**src/rtl/lsvm_pkg.sv**
```systemverilog
package lsvm_pkg;

  localparam int unsigned QDEPTH = 4;
  localparam int unsigned QPTR_W = $clog2(QDEPTH);
  localparam int unsigned QCNT_W = $clog2(QDEPTH + 1);

  localparam logic [30:0] LABEL_MAX = 31'h7FFF_FFFF;
  localparam logic [31:0] INDEX_MAX = 32'hFFFF_FFFF;
  localparam logic [47:0] MANT_MAX  = 48'hFFFF_FFFF_FFFF;
  localparam logic [4:0]  FRAC_MAX  = 5'd31;

  localparam logic [7:0] CH_NUL   = 8'h00;
  localparam logic [7:0] CH_TAB   = 8'h09;
  localparam logic [7:0] CH_LF    = 8'h0A;
  localparam logic [7:0] CH_CR    = 8'h0D;
  localparam logic [7:0] CH_SPACE = 8'h20;
  localparam logic [7:0] CH_DOT   = 8'h2E;
  localparam logic [7:0] CH_ZERO  = 8'h30;
  localparam logic [7:0] CH_NINE  = 8'h39;
  localparam logic [7:0] CH_COLON = 8'h3A;

  localparam logic [2:0] K_LABEL   = 3'd0;
  localparam logic [2:0] K_PAIR    = 3'd1;
  localparam logic [2:0] K_BATCH   = 3'd2;
  localparam logic [2:0] K_DISCARD = 3'd3;
  localparam logic [2:0] K_ERROR   = 3'd4;

  typedef enum logic [3:0] {
    M_SKIP   = 4'd0,
    M_FIRST  = 4'd1,
    M_LINE   = 4'd2,
    M_LABEL  = 4'd3,
    M_VALUE  = 4'd4,
    M_GAP    = 4'd5,
    M_INDEX  = 4'd6,
    M_VSTART = 4'd7,
    M_DEAD   = 4'd8
  } parse_mode_t;

  typedef struct packed {
    logic [7:0] text_byte;
    logic       chunk_end;
  } in_item_t;

  typedef struct packed {
    logic [2:0]  record_kind;
    logic [30:0] row_label;
    logic [31:0] feature_index;
    logic [47:0] value_mantissa;
    logic [4:0]  value_fraction_digits;
    logic        last_result;
  } out_item_t;

  // up to two records produced by one byte, slot 0 first
  typedef struct packed {
    logic      v0;
    logic      v1;
    out_item_t r0;
    out_item_t r1;
  } res_push_t;

  function automatic logic is_digit(input logic [7:0] c);
    return (c >= CH_ZERO) && (c <= CH_NINE);
  endfunction

  function automatic logic is_space(input logic [7:0] c);
    return (c == CH_SPACE) || ((c >= CH_TAB) && (c <= CH_CR));
  endfunction

endpackage

```
**src/rtl/libsvm_text_record_parser.sv**
```systemverilog
// Channel  | Ports                                   | Moves
// ---------+-----------------------------------------+-------------------------------
// input    | in_valid, in_stall, in_item             | one text byte or chunk end
// result   | out_valid, out_stall, out_item          | one record
// config   | cfg_valid, cfg_ready, cfg_rows_per_batch| rows_per_batch write
//
// One byte per cycle is taken while in_stall is low; the parse step runs on the input
// register, so a record passes through it and the result queue before it is on out_item.
// A byte may give two records; a 4-entry result queue absorbs this, and in_stall rises
// only while fewer than two entries are free.
// rst_n is synchronous: parser goes to skipping the first line, rows_per_batch to 1.
// cfg_ready is always high.
module libsvm_text_record_parser (
  input  logic                clk,
  input  logic                rst_n,
  input  logic                in_valid,
  output logic                in_stall,
  input  lsvm_pkg::in_item_t  in_item,
  output logic                out_valid,
  input  logic                out_stall,
  output lsvm_pkg::out_item_t out_item,
  input  logic                cfg_valid,
  output logic                cfg_ready,
  input  logic [15:0]         cfg_rows_per_batch
);

  logic                in_vld_r, in_vld_nxt;
  lsvm_pkg::in_item_t  in_r;
  logic [15:0]         rpb_r;
  logic                room;
  logic                fire;
  lsvm_pkg::res_push_t push;

  assign cfg_ready  = 1'b1;
  assign fire       = in_vld_r && room;
  assign in_stall   = in_vld_r && !room;
  assign in_vld_nxt = (in_valid && !in_stall) || (in_vld_r && !room);

  always_ff @(posedge clk) begin
    if (!rst_n) begin
      in_vld_r <= 1'b0;
      rpb_r    <= 16'd1;
    end else begin
      in_vld_r <= in_vld_nxt;
      if (cfg_valid && cfg_ready) rpb_r <= cfg_rows_per_batch;
    end
  end

  always_ff @(posedge clk) begin
    if (in_valid && !in_stall) in_r <= in_item;
  end

  lsvm_parse_core u_core (
    .clk            (clk),
    .rst_n          (rst_n),
    .fire           (fire),
    .item           (in_r),
    .rows_per_batch (rpb_r),
    .push           (push)
  );

  lsvm_res_queue u_queue (
    .clk       (clk),
    .rst_n     (rst_n),
    .push      (push),
    .room      (room),
    .out_valid (out_valid),
    .out_stall (out_stall),
    .out_item  (out_item)
  );

endmodule

```
**src/rtl/lsvm_parse_core.sv**
```systemverilog
module lsvm_parse_core (
  input  logic                clk,
  input  logic                rst_n,
  input  logic                fire,
  input  lsvm_pkg::in_item_t  item,
  input  logic [15:0]         rows_per_batch,
  output lsvm_pkg::res_push_t push
);

  lsvm_pkg::parse_mode_t mode_r, mode_nxt;
  logic [15:0] rows_r, rows_nxt;
  logic [30:0] lab_r, lab_nxt;
  logic [31:0] idx_r, idx_nxt;
  logic [47:0] man_r, man_nxt;
  logic [4:0]  frac_r, frac_nxt;
  logic [1:0]  dots_r, dots_nxt;

  always_ff @(posedge clk) begin
    if (!rst_n) begin
      mode_r <= lsvm_pkg::M_SKIP;
      rows_r <= '0;
    end else begin
      mode_r <= mode_nxt;
      rows_r <= rows_nxt;
    end
  end

  always_ff @(posedge clk) begin
    lab_r  <= lab_nxt;
    idx_r  <= idx_nxt;
    man_r  <= man_nxt;
    frac_r <= frac_nxt;
    dots_r <= dots_nxt;
  end

  always_comb begin
    lsvm_pkg::parse_mode_t m;
    logic        endc;
    logic [7:0]  c;
    logic [7:0]  dsub;
    logic [3:0]  dig;
    logic        taken;
    logic        v0;
    logic        v1;
    logic [2:0]  k0;
    logic [2:0]  k1;
    logic [34:0] lab_t;
    logic [35:0] idx_t;
    logic [51:0] man_t;
    logic [15:0] rows_inc;

    mode_nxt = mode_r;
    rows_nxt = rows_r;
    lab_nxt  = lab_r;
    idx_nxt  = idx_r;
    man_nxt  = man_r;
    frac_nxt = frac_r;
    dots_nxt = dots_r;
    m        = mode_r;
    endc     = item.chunk_end;
    c        = endc ? lsvm_pkg::CH_NUL : item.text_byte;
    dsub     = c - lsvm_pkg::CH_ZERO;
    dig      = dsub[3:0];
    taken    = 1'b0;
    v0       = 1'b0;
    v1       = 1'b0;
    k0       = lsvm_pkg::K_LABEL;
    k1       = lsvm_pkg::K_LABEL;
    lab_t    = ({4'b0, lab_r} << 3) + ({4'b0, lab_r} << 1) + 35'(dig);
    idx_t    = ({4'b0, idx_r} << 3) + ({4'b0, idx_r} << 1) + 36'(dig);
    man_t    = ({4'b0, man_r} << 3) + ({4'b0, man_r} << 1) + 52'(dig);
    rows_inc = rows_r + 16'd1;

    if (fire) begin
      if (m == lsvm_pkg::M_SKIP) begin
        taken = 1'b1;
        if (endc) begin
          v0 = 1'b1; k0 = lsvm_pkg::K_ERROR;
        end else if (c == lsvm_pkg::CH_LF) begin
          m = lsvm_pkg::M_FIRST;
        end
      end else if (m == lsvm_pkg::M_FIRST) begin
        if (endc) begin
          v0 = 1'b1; k0 = lsvm_pkg::K_ERROR;
          taken = 1'b1;
          m = lsvm_pkg::M_DEAD;
        end else begin
          m = lsvm_pkg::M_LINE;
        end
      end else if (m > lsvm_pkg::M_DEAD) begin
        m = lsvm_pkg::M_DEAD;
      end

      if (!taken && m == lsvm_pkg::M_LINE) begin
        taken = 1'b1;
        if (lsvm_pkg::is_space(c)) begin
        end else if (lsvm_pkg::is_digit(c)) begin
          lab_nxt = 31'(dig);
          m = lsvm_pkg::M_LABEL;
        end else if (c == lsvm_pkg::CH_NUL) begin
          v0 = 1'b1; k0 = lsvm_pkg::K_DISCARD;
          m = lsvm_pkg::M_DEAD;
        end else begin
          v0 = 1'b1; k0 = lsvm_pkg::K_ERROR;
          m = lsvm_pkg::M_DEAD;
        end
      end

      if (!taken && m == lsvm_pkg::M_LABEL) begin
        if (lsvm_pkg::is_digit(c)) begin
          taken = 1'b1;
          lab_nxt = (lab_t > 35'(lsvm_pkg::LABEL_MAX)) ? lsvm_pkg::LABEL_MAX : lab_t[30:0];
        end else begin
          v0 = 1'b1; k0 = lsvm_pkg::K_LABEL;
          m = lsvm_pkg::M_GAP;
        end
      end

      if (!taken && m == lsvm_pkg::M_VALUE) begin
        if (lsvm_pkg::is_digit(c)) begin
          taken = 1'b1;
          if (dots_r == 2'd0) begin
            man_nxt = (man_t > 52'(lsvm_pkg::MANT_MAX)) ? lsvm_pkg::MANT_MAX : man_t[47:0];
          end else if (dots_r == 2'd1 && frac_r < lsvm_pkg::FRAC_MAX &&
                       man_t <= 52'(lsvm_pkg::MANT_MAX)) begin
            man_nxt  = man_t[47:0];
            frac_nxt = frac_r + 5'd1;
          end
        end else if (c == lsvm_pkg::CH_DOT) begin
          taken = 1'b1;
          if (dots_r != 2'd2) dots_nxt = dots_r + 2'd1;
        end else begin
          v0 = 1'b1; k0 = lsvm_pkg::K_PAIR;
          m = lsvm_pkg::M_GAP;
        end
      end

      // GAP may add a second record after a label or pair record
      if (!taken && m == lsvm_pkg::M_GAP) begin
        taken = 1'b1;
        if (c == lsvm_pkg::CH_LF) begin
          if (rows_inc >= rows_per_batch) begin
            if (v0) begin
              v1 = 1'b1; k1 = lsvm_pkg::K_BATCH;
            end else begin
              v0 = 1'b1; k0 = lsvm_pkg::K_BATCH;
            end
            rows_nxt = '0;
          end else begin
            rows_nxt = rows_inc;
          end
          m = lsvm_pkg::M_LINE;
        end else if (lsvm_pkg::is_space(c)) begin
        end else if (lsvm_pkg::is_digit(c)) begin
          idx_nxt = 32'(dig);
          m = lsvm_pkg::M_INDEX;
        end else begin
          if (v0) begin
            v1 = 1'b1;
            k1 = (c == lsvm_pkg::CH_NUL) ? lsvm_pkg::K_DISCARD : lsvm_pkg::K_ERROR;
          end else begin
            v0 = 1'b1;
            k0 = (c == lsvm_pkg::CH_NUL) ? lsvm_pkg::K_DISCARD : lsvm_pkg::K_ERROR;
          end
          m = lsvm_pkg::M_DEAD;
        end
      end

      if (!taken && m == lsvm_pkg::M_INDEX) begin
        taken = 1'b1;
        if (lsvm_pkg::is_digit(c)) begin
          idx_nxt = (idx_t > 36'(lsvm_pkg::INDEX_MAX)) ? lsvm_pkg::INDEX_MAX : idx_t[31:0];
        end else if (c == lsvm_pkg::CH_COLON) begin
          m = lsvm_pkg::M_VSTART;
        end else begin
          // missing colon ends the usable text quietly
          v0 = 1'b1; k0 = lsvm_pkg::K_DISCARD;
          m = lsvm_pkg::M_DEAD;
        end
      end

      if (!taken && m == lsvm_pkg::M_VSTART) begin
        if (lsvm_pkg::is_digit(c)) begin
          man_nxt  = 48'(dig);
          frac_nxt = '0;
          dots_nxt = '0;
          m = lsvm_pkg::M_VALUE;
        end else begin
          v0 = 1'b1; k0 = lsvm_pkg::K_ERROR;
          m = lsvm_pkg::M_DEAD;
        end
      end

      if (endc) begin
        m = lsvm_pkg::M_SKIP;
        rows_nxt = '0;
      end
      mode_nxt = m;
    end

    push.v0 = v0;
    push.v1 = v1;
    push.r0.record_kind           = k0;
    push.r0.row_label             = (k0 == lsvm_pkg::K_LABEL) ? lab_r : '0;
    push.r0.feature_index         = (k0 == lsvm_pkg::K_PAIR) ? idx_r : '0;
    push.r0.value_mantissa        = (k0 == lsvm_pkg::K_PAIR) ? man_r : '0;
    push.r0.value_fraction_digits = (k0 == lsvm_pkg::K_PAIR) ? frac_r : '0;
    push.r0.last_result           = !v1;
    // second slot only ever holds batch, discard or error
    push.r1.record_kind           = k1;
    push.r1.row_label             = '0;
    push.r1.feature_index         = '0;
    push.r1.value_mantissa        = '0;
    push.r1.value_fraction_digits = '0;
    push.r1.last_result           = 1'b1;
  end

endmodule

```
**src/rtl/lsvm_res_queue.sv**
```systemverilog
module lsvm_res_queue (
  input  logic                clk,
  input  logic                rst_n,
  input  lsvm_pkg::res_push_t push,
  output logic                room,
  output logic                out_valid,
  input  logic                out_stall,
  output lsvm_pkg::out_item_t out_item
);

  lsvm_pkg::out_item_t q_r [lsvm_pkg::QDEPTH];
  logic [lsvm_pkg::QPTR_W-1:0] wr_r, wr_nxt, rd_r, rd_nxt, wr_p1;
  logic [lsvm_pkg::QCNT_W-1:0] cnt_r, cnt_nxt;
  logic pop;

  assign pop       = out_valid && !out_stall;
  assign out_valid = (cnt_r != '0);
  assign out_item  = q_r[rd_r];
  // space for a two-record transaction regardless of the pop
  assign room      = (cnt_r <= lsvm_pkg::QCNT_W'(lsvm_pkg::QDEPTH - 2));
  assign wr_p1     = wr_r + 1'b1;

  always_comb begin
    wr_nxt  = wr_r + lsvm_pkg::QPTR_W'(push.v0) + lsvm_pkg::QPTR_W'(push.v1);
    rd_nxt  = rd_r + lsvm_pkg::QPTR_W'(pop);
    cnt_nxt = cnt_r + lsvm_pkg::QCNT_W'(push.v0) + lsvm_pkg::QCNT_W'(push.v1)
              - lsvm_pkg::QCNT_W'(pop);
  end

  always_ff @(posedge clk) begin
    if (!rst_n) begin
      wr_r  <= '0;
      rd_r  <= '0;
      cnt_r <= '0;
    end else begin
      wr_r  <= wr_nxt;
      rd_r  <= rd_nxt;
      cnt_r <= cnt_nxt;
    end
  end

  always_ff @(posedge clk) begin
    if (push.v0) q_r[wr_r] <= push.r0;
    if (push.v1) q_r[wr_p1] <= push.r1;
  end

endmodule

```
**config.mk**
```make
export PLATFORM = sky130hd
export DESIGN_NAME = libsvm_text_record_parser
export DESIGN_NICKNAME = d
export VERILOG_FILES = /design/src/rtl/lsvm_pkg.sv /design/src/rtl/libsvm_text_record_parser.sv /design/src/rtl/lsvm_parse_core.sv /design/src/rtl/lsvm_res_queue.sv
export SDC_FILE = /design/constraint.sdc
export NUM_CORES = 2
export LEC_CHECK = 0
export CAP_MARGIN = 20
export CELL_PAD_IN_SITES_DETAIL_PLACEMENT = 0
export CELL_PAD_IN_SITES_GLOBAL_PLACEMENT = 1
export CORE_MARGIN = 8
export CORE_UTILIZATION = 58
export CTS_CLUSTER_SIZE = 28
export DETAILED_ROUTE_END_ITERATION = 7
export DONT_BUFFER_PORTS = 1
export GPL_ROUTABILITY_DRIVEN = 0
export GPL_TIMING_DRIVEN = 0
export PLACE_DENSITY = 0.87
export SLEW_MARGIN = 20
export SYNTH_ARGS = -nofsm -noshare
export SYNTH_HDL_FRONTEND = slang
export SYNTH_HIERARCHICAL = 1
export SYNTH_SLANG_ARGS = --single-unit
```
**constraint.sdc**
```tcl
create_clock -name clk -period 30.2 [get_ports clk]
set_input_delay 4.53 -clock clk [delete_from_list [all_inputs] [get_ports clk]]
set_output_delay 4.53 -clock clk [all_outputs]
set_load 0.01 [all_outputs]
```
==> results.py <==
metrics = {
    "sta": {
        "setup_tns_ns": 0,
        "layout_min_cycle_time_ns": 7.31,
        "fin_ws_ns": 22.89,
        "tightestPinTransition_ns": 1.05,
        "holdWs_ns": 0.484,
        "skew_ns": 0.0245,
        "setup_violations": 0,
        "slew_headroom": 0.293,
        "max_freq_mhz": 137,
        "fin_crit_sh": 0.242,
        "rsz0062_at_grt": "false",
        "hold_viol_final": 0,
        "finalMaxSlewViolations": 0,
    },
    "logic_synthesis": {
        "synth_ff_type": "edfxtp_1",
        "yosysWarnings": 6,
        "yosysTopAreaCell": "edfxtp_1",
        "synth_area_leaders": "edfxtp_1 44%, mux2_2 13%, ha_1 7.4%, mux4_2 6.6%, a21oi_1 2.9%",
        "yosysSeqAreaShare": 0.466,
        "ys_ff_latch": 651,
        "ys_async_sr_fraction": 0,
        "synth_cell_type_count": 94,
        "synth_cells": 3243,
        "netlist_area_um2": 41000,
        "syn_area_per_cell_um2": 12.6,
        "synth_top_area_frac": 0.444,
        "synth_edf_count": 607,
    },
    "floorplanning": {
        "coreArea_um2": 70000,
        "start_util": 0.586,
        "num_io_pins": 153,
        "die_width_um": 282,
        "die_y_um": 282,
        "rows": 97,
        "die_area_um2": 79500,
    },
    "cts": {
        "root_buffer": "clkbuf_16",
        "clock_sinks": 651,
        "post-cts-setup-buffers": 0,
        "ctsResizeCount": 0,
        "clk_pin_slew_ns": 0.06,
        "cts_tree": "yes",
        "h-tree-depth": 3,
        "ctsHoldBuffers": 0,
        "cts_buffer_depth": 3,
        "numCtsBuffers": 73,
        "clk-insertion-delay-late_ns": 0.62,
    },
    "global_routing": {
        "antenna_found_initial": 4,
        "grt_max_degree": 51,
        "grt_overflow": 0,
        "grt_use_total": 0.259,
        "grt_pass1_wl_mm": 161,
        "grt_pass1_vias": 28200,
    },
    "critical_path": {
        "criticalPathCategory": "reg2out",
        "arrival_ns": 2.78,
        "required_ns": 25.67,
        "cp-end-kind": "output pin",
        "cpPeakStageDelay_ns": 0.66,
        "cp-start-kind": "flop",
        "path_max_fanout": 16,
        "slowest_stage": "mux4_2",
        "r2r_cells": 26,
        "cp_common_cell": "buf_2",
        "r2r_start": "u_core/rows_r[0]",
        "path_cells": "buf_2 > buf_2 > mux4_2",
        "startpoint": "u_queue/rd_r[0]",
    },
    "outcome": {
        "outcome": "completed",
    },
    "route": {
        "vias": 27600,
        "avgRoutedWirePerCell_um": 23.4,
        "drtIter0Drc": 2338,
        "ant_nets": 0,
        "drc_errors": 0,
        "drt-pass1-iter-count": 7,
        "vias_per_cell": 6.17,
        "finalWirelength_mm": 105,
    },
    "placed_design": {
        "dp_hpwl_mm": 74.1,
        "dpl_worst_slack_ns": 23.50,
        "io_buffers": 0,
    },
    "cells_and_area": {
        "nFillCells": 5247,
        "register_area_um2": 19100,
        "drive_above_1_share": 0.279,
        "multi_input_area_um2": 20400,
        "final_core_util": 0.652,
        "fin_nets": 3749,
        "layout-area-overhead-vs-synth_pct": 11.4,
    },
    "run": {
        "maxCapViolations": 0,
    },
    "hold_path": {
        "min-delay-start": "rpb_r[0]",
        "hold_class": "reg2reg",
        "min_path_cells": 2,
    },
    "pwr": {
        "ir_worst_vdd_mv": 0.0518,
        "powerDensity_nw_per_um2": 63.6,
        "p_total_mw": 2.91,
        "leakagePower_nw": 18.0,
    },
}
==> worst paths after layout <==
path | slack (ns) | to
max | 22.89 | out_item[52]
min | 0.48 | rpb_r[0]
max reg2reg | 23.53 | u_queue/q_r[0][97]
min reg2reg | 0.48 | rpb_r[0]
==> worst max-delay path, delay by kind of cell, from the launching register on <==
| family | cells | cell delay [ns] |
|---|---|---|
| buffers and inverters | 2 | 1.07 |
| multiplexers | 1 | 0.66 |
| flip-flops | 1 | 0.42 |
==> Yosys cell counts (17+ instances only) <==
| library cell | number |
|---|---|
| a211oi_1 | 29 |
| a21o_1 | 68 |
| a21oi_1 | 238 |
| a22oi_1 | 18 |
| a31oi_1 | 36 |
| and2_1 | 136 |
| and3_1 | 22 |
| buf_2 | 66 |
| buf_4 | 128 |
| clkbuf_1 | 70 |
| dfxtp_1 | 44 |
| edfxtp_1 | 607 |
| ha_1 | 243 |
| inv_1 | 75 |
| mux2_2 | 482 |
| mux2i_1 | 22 |
| mux4_2 | 120 |
| nand2_1 | 116 |
| nand2b_1 | 18 |
| nand3_1 | 35 |
| nor2_1 | 95 |
| nor2b_1 | 41 |
| nor3_1 | 29 |
| nor4_1 | 17 |
| o21a_1 | 27 |
| o21ai_0 | 103 |
| xnor2_1 | 43 |
| xor2_1 | 64 |
==> report_power, final <==
part | switching (mW) | internal [mW] | total [mW] | leakage [nW]
registers | 0.0393 | 1.05 | 1.09 | 6.10
clock network | 0.370 | 0.514 | 0.884 | 1.13
logic | 0.549 | 0.385 | 0.934 | 10.7
==> sequential cells by signal (all words and copies together) (netlist names), 3 cells and up, named ones only <==
name,flops
in_r,9
rpb_r,16
u_core/idx_r,32
u_core/lab_r,31
u_core/man_r,48
u_core/mode_r,4
u_core/rows_r,16
u_queue/cnt_r,3
u_queue/q_r,480
==> per-stage QoR <==
stage / cells / cell area (µm²)
4_1_cts: 4463 / 45700
6_report: 4471 / 45700
3_5_place_dp: 4332 / 43300
3_3_place_gp: 4298 / 42600
2_1_floorplan: 3358 / 41400
5_1_grt: 4468 / 45700
==> area by class of cell <==
cell class | count | area share
antenna | 8 | 0.000438
multi-input combinational | 2346 | 0.446
sequential | 651 | 0.418
buffer | 285 | 0.0376
inverter | 76 | 0.00625
clock inverter | 40 | 0.00898
timing repair buffer | 34 | 0.0143
tap | 940 | 0.0257
clock buffer | 91 | 0.0422
==> routing by layer <==
layer | up-vias | routed length [µm] | share of wire | global-route usage
li1 | 12700 | - | - | -
met1 | 13800 | 43700 | 0.42 | 0.338
met2 | 938 | 51100 | 0.49 | 0.441
met3 | 146 | 7370 | 0.070 | 0.0472
met4 | 0 | 2330 | 0.022 | 0.0750
met5 | - | 0 | 0 | 0
==> layout by cell type (no fill, tap or decap), types with 10 or more instances in the layout <==
cell type  synthesis  routed
ha_1             243     243
buf_2             66      66
buf_12             1      10
nand2b_1          18      18
mux2i_1           22      22
mux4_2           120     120
buf_6              8      13
buf_16             0      10
edfxtp_1         607     607
o21ai_0          103     102
a21o_1            68      68
xnor2_1           43      43
a21boi_0          16      16
nand3b_1          14      14
a31oi_1           36      36
nor3_1            29      29
a21oi_1          238     238
a22oi_1           18      18
clkbuf_1          70      86
dfxtp_1           44      44
buf_4            128     129
clkinv_1           0      14
nor2b_1           41      40
o21a_1            27      27
nand4_1           16      16
mux2_2           482     482
conb_1             3     118
o21bai_1          12      12
nor2_1            95      94
nand3_1           35      35
a22o_1            12      12
a211oi_1          29      29
and2_1           136     135
inv_1             75      75
xor2_1            64      64
clkbuf_16          0      74
nor4_1            17      16
nand2_1          116     116
and3_1            22      22
o211ai_1          14      14
==> logic make-up after synthesis <==
| group | after synthesis | share of synthesized area |
|---|---|---|
| AND/OR/NAND/NOR | 575 | 0.0754 |
| multiplexers | 624 | 0.204 |
| AO/OA/AOI/OAI | 669 | 0.104 |
| adder cells (fa/ha/maj) | 253 | 0.0788 |
| flip-flops | 651 | 0.466 |
| buffers and inverters | 361 | 0.0488 |
| other | 3 | 0.000275 |
| XOR/XNOR | 107 | 0.0229 |
No activity file was read; power rests on OpenSTA's default activity.
